File: config.mk
export PLATFORM = sky130hd
export DESIGN_NAME = json_string_unescape_utf8_unit
export DESIGN_NICKNAME = d
export VERILOG_FILES = /design/src/design/jsu_pkg.sv /design/src/design/jsu_front.sv /design/src/design/jsu_queue.sv /design/src/design/jsu_back.sv /design/src/design/json_string_unescape_utf8_unit.sv
export SDC_FILE = /design/constraint.sdc
export NUM_CORES = 1
export LEC_CHECK = 0
export BUFFER_PORTS_ARGS = -buffer_cell sky130_fd_sc_hd__buf_2
export CORE_MARGIN = 2
export CORE_UTILIZATION = 51
export CTS_CLUSTER_DIAMETER = 40
export CTS_CLUSTER_SIZE = 8
export DETAILED_ROUTE_END_ITERATION = 6
export GPL_TIMING_DRIVEN = 0
export PLACE_DENSITY = 0.67
export SYNTH_ARGS = -nofsm -noshare
export SYNTH_HDL_FRONTEND = slang
export SYNTH_SLANG_ARGS = --single-unit
File: constraint.sdc
create_clock -name clk -period 10.87 [get_ports clk]
set_input_delay 1.087 -clock clk [delete_from_list [all_inputs] [get_ports clk]]
set_output_delay 1.087 -clock clk [all_outputs]
set_load 0.02 [all_outputs]
File: src/design/jsu_pkg.sv
// ----------------------------------------------------------------------------
// jsu_pkg
// Shared types, result codes and helper functions of the JSON string
// unescape unit.
// ----------------------------------------------------------------------------
package jsu_pkg;

	localparam int MAX_RESULTS = 6;
	localparam int RES_IDX_W = 3;
	localparam int QUEUE_DEPTH = 2;

	localparam logic [2:0] K_BYTE = 3'd0;
	localparam logic [2:0] K_CLOSED = 3'd1;
	localparam logic [2:0] K_NOQUOTE = 3'd2;
	localparam logic [2:0] K_UNTERM = 3'd3;
	localparam logic [2:0] K_TRUNC = 3'd4;
	localparam logic [2:0] K_BADHEX = 3'd5;
	localparam logic [2:0] K_UNKNOWN = 3'd6;

	typedef struct packed {
		logic [7:0] byte_val;
		logic [2:0] kind;
	} result_t;

	// All results caused by one input byte, in emission order.
	typedef struct packed {
		logic [RES_IDX_W-1:0] n;
		result_t [MAX_RESULTS-1:0] res;
	} plan_t;

	typedef struct packed {
		logic ok;
		logic [3:0] val;
	} hex_t;

	typedef struct packed {
		logic [2:0] n;
		logic [3:0][7:0] b;
	} utf8_t;

	function automatic hex_t hex_decode(input logic [7:0] c);
		hex_t h;
		h.ok = 1'b1;
		h.val = 4'd0;
		if (c >= 8'h30 && c <= 8'h39) begin
			h.val = c[3:0];
		end else if ((c >= 8'h61 && c <= 8'h66) || (c >= 8'h41 && c <= 8'h46)) begin
			h.val = c[3:0] + 4'd9;
		end else begin
			h.ok = 1'b0;
		end
		return h;
	endfunction

	function automatic utf8_t utf8_encode(input logic [20:0] cp);
		utf8_t u;
		u.b = '0;
		if (cp < 21'h80) begin
			u.n = 3'd1;
			u.b[0] = cp[7:0];
		end else if (cp < 21'h800) begin
			u.n = 3'd2;
			u.b[0] = {3'b110, cp[10:6]};
			u.b[1] = {2'b10, cp[5:0]};
		end else if (cp < 21'h10000) begin
			u.n = 3'd3;
			u.b[0] = {4'b1110, cp[15:12]};
			u.b[1] = {2'b10, cp[11:6]};
			u.b[2] = {2'b10, cp[5:0]};
		end else begin
			u.n = 3'd4;
			u.b[0] = {5'b11110, cp[20:18]};
			u.b[1] = {2'b10, cp[17:12]};
			u.b[2] = {2'b10, cp[11:6]};
			u.b[3] = {2'b10, cp[5:0]};
		end
		return u;
	endfunction

endpackage

File: src/design/jsu_front.sv
// ----------------------------------------------------------------------------
// jsu_front
// Parser state machine: takes one byte per transfer, updates the escape and
// surrogate state and builds the list of results that the byte causes.
// ----------------------------------------------------------------------------
module jsu_front import jsu_pkg::*; (
	input  logic        clk,
	input  logic        arst_n,
	input  logic        accept,
	input  logic [7:0]  in_byte,
	input  logic [2:0]  bytes_after,
	output plan_t       plan
);

	localparam logic [2:0] PH_IDLE = 3'd0;
	localparam logic [2:0] PH_BODY = 3'd1;
	localparam logic [2:0] PH_ESC = 3'd2;
	localparam logic [2:0] PH_HEX = 3'd3;
	localparam logic [2:0] PH_LA_BS = 3'd4;
	localparam logic [2:0] PH_LA_U = 3'd5;
	localparam logic [2:0] PH_LA_HEX = 3'd6;

	localparam logic [7:0] CH_QUOTE = 8'h22;
	localparam logic [7:0] CH_BSLASH = 8'h5C;
	localparam logic [7:0] CH_SLASH = 8'h2F;
	localparam logic [7:0] CH_B = 8'h62;
	localparam logic [7:0] CH_F = 8'h66;
	localparam logic [7:0] CH_N = 8'h6E;
	localparam logic [7:0] CH_R = 8'h72;
	localparam logic [7:0] CH_T = 8'h74;
	localparam logic [7:0] CH_U = 8'h75;

	logic [2:0]  ph_q, ph_n;
	logic [15:0] acc_q, acc_n;
	logic [15:0] hh_q, hh_n;
	logic [1:0]  dc_q, dc_n;

	logic              pre;
	logic              unterm;
	logic [2:0]        main_n;
	logic [3:0][7:0]   main_b;
	logic [3:0][2:0]   main_k;
	logic [2:0][7:0]   hh_b;

	hex_t        hx;
	logic [15:0] acc_sh;
	logic [10:0] hi_plane;
	utf8_t       enc_single;
	utf8_t       enc_pair;

	assign hx = hex_decode(in_byte);
	assign acc_sh = {acc_q[11:0], hx.val};
	assign hi_plane = {1'b0, hh_q[9:0]} + 11'h040;
	assign enc_single = utf8_encode({5'd0, acc_sh});
	assign enc_pair = utf8_encode({hi_plane[10:0], acc_sh[9:0]});

	// A held high surrogate always encodes as three bytes.
	assign hh_b[0] = {4'b1110, hh_q[15:12]};
	assign hh_b[1] = {2'b10, hh_q[11:6]};
	assign hh_b[2] = {2'b10, hh_q[5:0]};

	always_comb begin
		logic do_body;
		logic do_esc;
		ph_n = ph_q;
		acc_n = acc_q;
		hh_n = hh_q;
		dc_n = dc_q;
		pre = 1'b0;
		unterm = 1'b0;
		main_n = 3'd0;
		main_b = '0;
		main_k = '0;
		do_body = 1'b0;
		do_esc = 1'b0;

		case (ph_q)
			PH_BODY: begin
				do_body = 1'b1;
			end
			PH_ESC: begin
				do_esc = 1'b1;
			end
			PH_HEX: begin
				if (!hx.ok) begin
					main_n = 3'd1;
					main_k[0] = K_BADHEX;
					ph_n = PH_IDLE;
					dc_n = 2'd0;
				end else begin
					acc_n = acc_sh;
					dc_n = dc_q + 2'd1;
					if (dc_q == 2'd3) begin
						if (acc_sh >= 16'hD800 && acc_sh <= 16'hDBFF && bytes_after >= 3'd6) begin
							hh_n = acc_sh;
							ph_n = PH_LA_BS;
						end else begin
							main_n = enc_single.n;
							main_b = enc_single.b;
							ph_n = PH_BODY;
						end
					end
				end
			end
			PH_LA_BS: begin
				if (in_byte == CH_BSLASH) begin
					ph_n = PH_LA_U;
				end else begin
					pre = 1'b1;
					ph_n = PH_BODY;
					do_body = 1'b1;
				end
			end
			PH_LA_U: begin
				if (in_byte == CH_U) begin
					ph_n = PH_LA_HEX;
					acc_n = 16'd0;
					dc_n = 2'd0;
				end else begin
					pre = 1'b1;
					do_esc = 1'b1;
				end
			end
			PH_LA_HEX: begin
				if (!hx.ok) begin
					pre = 1'b1;
					main_n = 3'd1;
					main_k[0] = K_BADHEX;
					ph_n = PH_IDLE;
					dc_n = 2'd0;
				end else begin
					acc_n = acc_sh;
					dc_n = dc_q + 2'd1;
					// The second escape cannot be a low surrogate: release the
					// high half and carry on reading it as an ordinary escape.
					if ((dc_q == 2'd0 && hx.val != 4'hD) || (dc_q == 2'd1 && hx.val < 4'hC)) begin
						pre = 1'b1;
						ph_n = PH_HEX;
					end else if (dc_q == 2'd3) begin
						main_n = enc_pair.n;
						main_b = enc_pair.b;
						ph_n = PH_BODY;
					end
				end
			end
			default: begin
				if (in_byte == CH_QUOTE) begin
					ph_n = PH_BODY;
				end else begin
					main_n = 3'd1;
					main_k[0] = K_NOQUOTE;
					ph_n = PH_IDLE;
					dc_n = 2'd0;
				end
			end
		endcase

		if (do_body) begin
			if (in_byte == CH_QUOTE) begin
				main_n = 3'd1;
				main_k[0] = K_CLOSED;
				ph_n = PH_IDLE;
				dc_n = 2'd0;
			end else if (in_byte == CH_BSLASH) begin
				ph_n = PH_ESC;
			end else begin
				main_n = 3'd1;
				main_b[0] = in_byte;
			end
		end

		if (do_esc) begin
			ph_n = PH_BODY;
			main_n = 3'd1;
			case (in_byte)
				CH_QUOTE: main_b[0] = CH_QUOTE;
				CH_BSLASH: main_b[0] = CH_BSLASH;
				CH_SLASH: main_b[0] = CH_SLASH;
				CH_B: main_b[0] = 8'h08;
				CH_F: main_b[0] = 8'h0C;
				CH_N: main_b[0] = 8'h0A;
				CH_R: main_b[0] = 8'h0D;
				CH_T: main_b[0] = 8'h09;
				CH_U: begin
					if (bytes_after < 3'd4) begin
						main_k[0] = K_TRUNC;
						ph_n = PH_IDLE;
						dc_n = 2'd0;
					end else begin
						main_n = 3'd0;
						ph_n = PH_HEX;
						acc_n = 16'd0;
						dc_n = 2'd0;
					end
				end
				default: begin
					main_k[0] = K_UNKNOWN;
					ph_n = PH_IDLE;
					dc_n = 2'd0;
				end
			endcase
		end

		// Text ends while the string is still open.
		if (ph_n != PH_IDLE && bytes_after == 3'd0) begin
			if (ph_n == PH_LA_BS || ph_n == PH_LA_U || ph_n == PH_LA_HEX) begin
				pre = 1'b1;
			end
			unterm = 1'b1;
			ph_n = PH_IDLE;
			dc_n = 2'd0;
		end
	end

	// Pack the held high surrogate, the main results and the end status.
	always_comb begin
		logic [3:0] j;
		logic [3:0] total;
		plan.res = '0;
		for (int i = 0; i < MAX_RESULTS; i++) begin
			if (pre && i < 3) begin
				plan.res[i].byte_val = hh_b[i];
				plan.res[i].kind = K_BYTE;
			end else begin
				j = pre ? 4'(i - 3) : 4'(i);
				if (j < {1'b0, main_n}) begin
					plan.res[i].byte_val = main_b[j[1:0]];
					plan.res[i].kind = main_k[j[1:0]];
				end else if (j == {1'b0, main_n} && unterm) begin
					plan.res[i].kind = K_UNTERM;
				end
			end
		end
		total = (pre ? 4'd3 : 4'd0) + {1'b0, main_n} + {3'd0, unterm};
		plan.n = (total > 4'(MAX_RESULTS)) ? RES_IDX_W'(MAX_RESULTS) : total[RES_IDX_W-1:0];
	end

	always_ff @(posedge clk or negedge arst_n) begin
		if (!arst_n) begin
			ph_q <= PH_IDLE;
			acc_q <= 16'd0;
			hh_q <= 16'd0;
			dc_q <= 2'd0;
		end else if (accept) begin
			ph_q <= ph_n;
			acc_q <= acc_n;
			hh_q <= hh_n;
			dc_q <= dc_n;
		end
	end

endmodule

File: src/design/jsu_queue.sv
// ----------------------------------------------------------------------------
// jsu_queue
// Short first-in first-out queue of result lists between the parser and the
// output sequencer.
// ----------------------------------------------------------------------------
module jsu_queue import jsu_pkg::*; #(
	parameter int DEPTH = QUEUE_DEPTH
) (
	input  logic  clk,
	input  logic  arst_n,
	input  logic  push,
	input  plan_t push_plan,
	input  logic  pop,
	output logic  full,
	output logic  not_empty,
	output plan_t head
);

	localparam int PTR_W = (DEPTH > 1) ? $clog2(DEPTH) : 1;
	localparam int CNT_W = $clog2(DEPTH + 1);

	plan_t            mem_q [DEPTH];
	logic [PTR_W-1:0] wr_ptr_q, rd_ptr_q;
	logic [CNT_W-1:0] cnt_q;

	assign full = (cnt_q == CNT_W'(DEPTH));
	assign not_empty = (cnt_q != '0);
	assign head = mem_q[rd_ptr_q];

	function automatic logic [PTR_W-1:0] ptr_next(input logic [PTR_W-1:0] p);
		return (p == PTR_W'(DEPTH - 1)) ? '0 : p + PTR_W'(1);
	endfunction

	always_ff @(posedge clk) begin
		if (push) begin
			mem_q[wr_ptr_q] <= push_plan;
		end
	end

	always_ff @(posedge clk or negedge arst_n) begin
		if (!arst_n) begin
			wr_ptr_q <= '0;
			rd_ptr_q <= '0;
			cnt_q <= '0;
		end else begin
			if (push) begin
				wr_ptr_q <= ptr_next(wr_ptr_q);
			end
			if (pop) begin
				rd_ptr_q <= ptr_next(rd_ptr_q);
			end
			if (push && !pop) begin
				cnt_q <= cnt_q + CNT_W'(1);
			end else if (pop && !push) begin
				cnt_q <= cnt_q - CNT_W'(1);
			end
		end
	end

endmodule

File: src/design/jsu_back.sv
// ----------------------------------------------------------------------------
// jsu_back
// Output sequencer: walks the result list at the head of the queue, one
// result per transfer, and marks the last one of each input byte.
// ----------------------------------------------------------------------------
module jsu_back import jsu_pkg::*; (
	input  logic       clk,
	input  logic       arst_n,
	input  logic       head_valid,
	input  plan_t      head,
	output logic       pop,
	output logic       out_valid,
	input  logic       out_ready,
	output logic [7:0] out_byte,
	output logic [2:0] kind,
	output logic       last_of_run
);

	logic [RES_IDX_W-1:0] idx_q;
	logic                 fire;

	assign out_valid = head_valid;
	assign out_byte = head.res[idx_q].byte_val;
	assign kind = head.res[idx_q].kind;
	assign last_of_run = (idx_q == head.n - RES_IDX_W'(1));
	assign fire = out_valid && out_ready;
	assign pop = fire && last_of_run;

	always_ff @(posedge clk or negedge arst_n) begin
		if (!arst_n) begin
			idx_q <= '0;
		end else if (fire) begin
			idx_q <= last_of_run ? '0 : idx_q + RES_IDX_W'(1);
		end
	end

endmodule

File: src/design/json_string_unescape_utf8_unit.sv
// ----------------------------------------------------------------------------
// json_string_unescape_utf8_unit
// Unescapes a quoted JSON string byte by byte and emits UTF-8 bytes followed
// by one status code per string.
// ----------------------------------------------------------------------------
//  Channel | Handshake            | Payload
//  input   | in_valid / in_ready  | in_byte[7:0], bytes_after[2:0]
//  output  | out_valid / out_ready| out_byte[7:0], kind[2:0], last_of_run
//
// One input byte is taken per cycle while the result queue has room; the
// parser updates its state in the cycle of the transfer.
// Each input byte yields zero to six results, sent one per cycle by the
// output sequencer while out_ready is high. Reset returns the parser to
// waiting for an opening quote and empties the queue. A stalled output
// fills the queue and then drops in_ready.
// ----------------------------------------------------------------------------
module json_string_unescape_utf8_unit import jsu_pkg::*; #(
	parameter int QDEPTH = QUEUE_DEPTH
) (
	input  logic       clk,
	input  logic       arst_n,
	input  logic       in_valid,
	output logic       in_ready,
	input  logic [7:0] in_byte,
	input  logic [2:0] bytes_after,
	output logic       out_valid,
	input  logic       out_ready,
	output logic [7:0] out_byte,
	output logic [2:0] kind,
	output logic       last_of_run
);

	logic  accept;
	logic  q_full;
	logic  q_not_empty;
	logic  q_pop;
	plan_t plan;
	plan_t head;

	assign in_ready = !q_full;
	assign accept = in_valid && in_ready;

	jsu_front u_front (
		.clk         (clk),
		.arst_n      (arst_n),
		.accept      (accept),
		.in_byte     (in_byte),
		.bytes_after (bytes_after),
		.plan        (plan)
	);

	// Bytes that cause no result never enter the queue.
	jsu_queue #(
		.DEPTH (QDEPTH)
	) u_queue (
		.clk       (clk),
		.arst_n    (arst_n),
		.push      (accept && plan.n != '0),
		.push_plan (plan),
		.pop       (q_pop),
		.full      (q_full),
		.not_empty (q_not_empty),
		.head      (head)
	);

	jsu_back u_back (
		.clk         (clk),
		.arst_n      (arst_n),
		.head_valid  (q_not_empty),
		.head        (head),
		.pop         (q_pop),
		.out_valid   (out_valid),
		.out_ready   (out_ready),
		.out_byte    (out_byte),
		.kind        (kind),
		.last_of_run (last_of_run)
	);

endmodule

==> results_dict.tcl <==
set metrics [dict create \
    area_growth_syn_to_layout_pct 11.4 \
    vias 7299 \
    class_of_the_most_critical_setup_path "in2reg" \
    finalHoldWorstSlack_ps 477 \
    synth-compound-area-share 0.178 \
    place_hpwl_microns 19100 \
    vias_in_the_first_global_route 6990 \
    maxSlewViolCount 0 \
    ys_seq_area_frac 0.522 \
    power_leakage_uw 0.00385 \
    final_min_period_over_clock_period 0.580 \
    critPathCaptureType "register" \
    worst_skew_pair.late_latency_ps 440 \
    finalWeightedCongestion 0.974 \
    totalNegativeSetupSlack_ps 0 \
    hold_depth 1 \
    reg2reg_depth 17 \
    fin_crit_ps 6310 \
    power_report.internal_total_uw 1480 \
    fraction_of_power_consumed_by_the_clock_network 0.273 \
    post-cts-setup-buffers 0 \
    tritoncts "yes" \
    power.switching_uw 732 \
    post-synth-top-area-cell "sky130_fd_sc_hd__edfxtp_1" \
    postSynth.asyncResetShare 0.233 \
    final-setup-viol-count 0 \
    vdd_drop_max_mv 0.117 \
    core_area_sq_um 18100 \
    yosys-top-cells-area "sky130_fd_sc_hd__edfxtp_1 (42%), sky130_fd_sc_hd__dfrtp_1 (11%), sky130_fd_sc_hd__mux4_2 (6.9%), sky130_fd_sc_hd__a21oi_1 (3.0%), sky130_fd_sc_hd__nand2_1 (2.6%)" \
    critical_path.top_delay_family "compound AO/OA/AOI/OAI gates" \
    synth.ff_latch_count 172 \
    grt_pass1_wl_microns 40900 \
    synthesis.yosys.warnings 0 \
    worst_path_max_delay_cell "sky130_fd_sc_hd__o21ai_1" \
    timing.max_cap.violations 0 \
    synth_area_sq_um 9510 \
    cts-root-buf "sky130_fd_sc_hd__clkbuf_16" \
    n_antenna_cell 0 \
    power.combinational.fraction 0.316 \
    critical_path.reg2reg.startpoint "u_front.dc_q[0]" \
    cp.arrival_ps 6490 \
    timing.critical_path.cells "buf_2, clkbuf_1, inv_1, ha_1, o21ba_2, o21ai_1, a211oi_2, o2bb2ai_1, a22o_1, a21o_1, buf_2, clkbuf_1, ha_1, inv_1, a21oi_1, nand2_1, mux2_4, o311a_4, nor2b_4, buf_12, buf_12" \
    io-pin-count 29 \
    synth.lib_cells_used.distinct 83 \
    die_w_microns 141 \
    synth_edf_count 132 \
    rsz_0062_raised_after_global_routing "false" \
    clock-skew-final_ps 18.3 \
    synthXorXnorAreaFrac 0.0120 \
    synth_adder_area_share 0.0279 \
    worstSetupStartpointType "primary input" \
    synth_flop_cell "sky130_fd_sc_hd__edfxtp_1" \
    clk_pin_slew_ps 70 \
    fmaxAchievable_mhz 159 \
    worst_slew_pin_slew_ps 1220 \
    ant_nets 0 \
    detail_route.drc_violations 0 \
    grt-ovfl-total 0 \
    clock_tree.htree_level_count 4 \
    routed_length_per_placed_instance_microns 23.4 \
    post_synth_and_or_nand_nor_area_fraction 0.124 \
    placement_rows 49 \
    ff2ff_setup_slack_ps 5640 \
    port-buffer-count 27 \
    layout.filler_cells 1479 \
    postCtsResizedCells 0 \
    synthMuxAreaShare 0.101 \
    timing.max_slew.rel_slack 0.167 \
    clockBufferDepth 2 \
    power.density_nw_per_um2 209 \
    grt.total_usage 0.271 \
    worst_endpoint_required_time_ps 11050 \
    hold_start "u_front.hh_q[15]" \
    mapped_avg_cell_area_sq_um 11.6 \
    worst_r2r_endpoint "u_queue.mem_q[0][3]" \
    initial_core_util 0.524 \
    tritoncts_num_sinks 172 \
    status "complete, no violations" \
    die-area_sq_um 19800 \
    die-height_microns 141 \
    cts_inserted_buffers 17 \
    wl_microns 26200 \
    grt_antenna_before_repair 0 \
    nNetsFinal 912 \
    power_frac_seq 0.411 \
    worstHoldPathType "reg2reg" \
    swShare 0.330 \
    critPathMaxStageDelay_ps 650 \
    netlist.area_leader.share 0.417 \
    synth_top_family_by_area "compound AO/OA/AOI/OAI gates" \
    drt-initial-drc-count 702 \
    maximum_number_of_pins_on_one_net_before_global_route_repair 67 \
    syn_inst 822 \
    hold-path-endpoint "u_front.hh_q[15]" \
    post_route_cells_drive_above_1_share 0.157 \
    cts_hold_buf 0 \
    firstDrtPassIters 5 \
    final_hold_viol_count 0 \
    worst-path-buf-inv 8 \
    critPathMaxFanout 31 \
    post_drt_via_cell_ratio 6.52 \
]
-- flip-flops by register name, summed over array words and instances (netlist names) --
signal            cells
u_back.idx_q          3
u_front.acc_q        12
u_front.dc_q          2
u_front.hh_q         16
u_front.ph_q          3
u_queue.cnt_q         2
u_queue.mem_q       132
u_queue.rd_ptr_q      1
u_queue.wr_ptr_q      1
-- cells in the final DEF, fill, tap and decap left out, types with 18 or more instances in the layout --
| cell | n |
|---|---|
| sky130_fd_sc_hd__o21ai_0 | 46 |
| sky130_fd_sc_hd__clkbuf_1 | 35 |
| sky130_fd_sc_hd__nand3_1 | 20 |
| sky130_fd_sc_hd__a21oi_1 | 57 |
| sky130_fd_sc_hd__mux4_2 | 29 |
| sky130_fd_sc_hd__ha_1 | 18 |
| sky130_fd_sc_hd__nor2_1 | 54 |
| sky130_fd_sc_hd__buf_2 | 34 |
| sky130_fd_sc_hd__dfrtp_1 | 40 |
| sky130_fd_sc_hd__o22ai_1 | 25 |
| sky130_fd_sc_hd__nand2_1 | 65 |
| sky130_fd_sc_hd__inv_1 | 30 |
| sky130_fd_sc_hd__edfxtp_1 | 132 |
| sky130_fd_sc_hd__a22o_1 | 24 |
-- layer usage --
metal | GRT usage | part of all wire | vias to the layer above
li1 | - | - | 3288
met1 | 0.377 | 0.44 | 3622
met2 | 0.429 | 0.47 | 319
met3 | 0.0451 | 0.058 | 70
met4 | 0.109 | 0.033 | 0
met5 | 0 | 0 | -
-- power groups by stage --
stage                     sequential [uW]  combinational, uW  clock (uW)
after floorplan                       918                510           0
after global placement                930                680           0
after detailed placement              926                705           0
after CTS                             913                709         611
after global routing                  922                759         635
final                                 911                700         605
-- layout make-up --
type,count,area [sq um],area share
sequential,172,4960,0.469
multi-input combinational,574,4260,0.402
clock buffer,17,425,0.0402
tap,229,287,0.0271
buffer,48,189,0.0178
timing repair buffer,29,175,0.0165
clock inverter,15,156,0.0148
inverter,35,134,0.0126
-- stage by stage --
step | setup WS (ps) | instances | instance area, sq um | power, uW | util
6_report | 4560 | 1119 | 10600 | 2220 | 0.583
5_1_grt | 4250 | 1119 | 10600 | 2320 | 0.583
3_5_place_dp | 4260 | 1087 | 10000 | 1630 | 0.551
4_1_cts | 4680 | 1119 | 10600 | 2230 | 0.583
3_3_place_gp | 693 | 1085 | 9960 | 1610 | 0.549
2_1_floorplan | 2920 | 829 | 9530 | 1430 | -
-- worst max-delay path by stage --
stage                from                    to  slack, ps  cells after the start
2_1_floorplan  in_byte[1]   u_queue.mem_q[0][0]       2920                     18
3_3_place_gp   in_byte[1]   u_queue.mem_q[0][4]        690                     19
3_5_place_dp   in_byte[1]  u_queue.mem_q[0][16]       4260                     21
4_1_cts        in_byte[1]  u_queue.mem_q[0][27]       4680                     21
5_1_grt        in_byte[1]  u_queue.mem_q[0][27]       4250                     21
6_report       in_byte[1]   u_queue.mem_q[0][3]       4560                     21
-- cells by family (layout without fill, tap and decap cells) --
| logic type | count (synthesis) | count (layout) |
|---|---|---|
| fa+ha+maj | 20 | 20 |
| compound gates | 247 | 247 |
| flops | 172 | 172 |
| buf+inv | 83 | 144 |
| other cells | 1 | 8 |
| mux | 58 | 58 |
| simple gates | 228 | 228 |
| xor+xnor | 13 | 13 |
-- synthesized netlist by cell type (9+ instances only) --
cell type / instances
sky130_fd_sc_hd__o21ai_0: 46
sky130_fd_sc_hd__a22oi_1: 9
sky130_fd_sc_hd__edfxtp_1: 132
sky130_fd_sc_hd__nand3_1: 20
sky130_fd_sc_hd__clkbuf_1: 35
sky130_fd_sc_hd__a21o_1: 11
sky130_fd_sc_hd__a21oi_1: 57
sky130_fd_sc_hd__a22o_1: 24
sky130_fd_sc_hd__nor2_1: 54
sky130_fd_sc_hd__o22ai_1: 25
sky130_fd_sc_hd__nand2_1: 65
sky130_fd_sc_hd__nor2b_1: 13
sky130_fd_sc_hd__mux4_2: 29
sky130_fd_sc_hd__ha_1: 18
sky130_fd_sc_hd__dfrtp_1: 40
sky130_fd_sc_hd__mux2i_1: 15
sky130_fd_sc_hd__inv_1: 30
sky130_fd_sc_hd__mux2_2: 13
sky130_fd_sc_hd__nor3_1: 12
(Power assumes the default switching activity.)
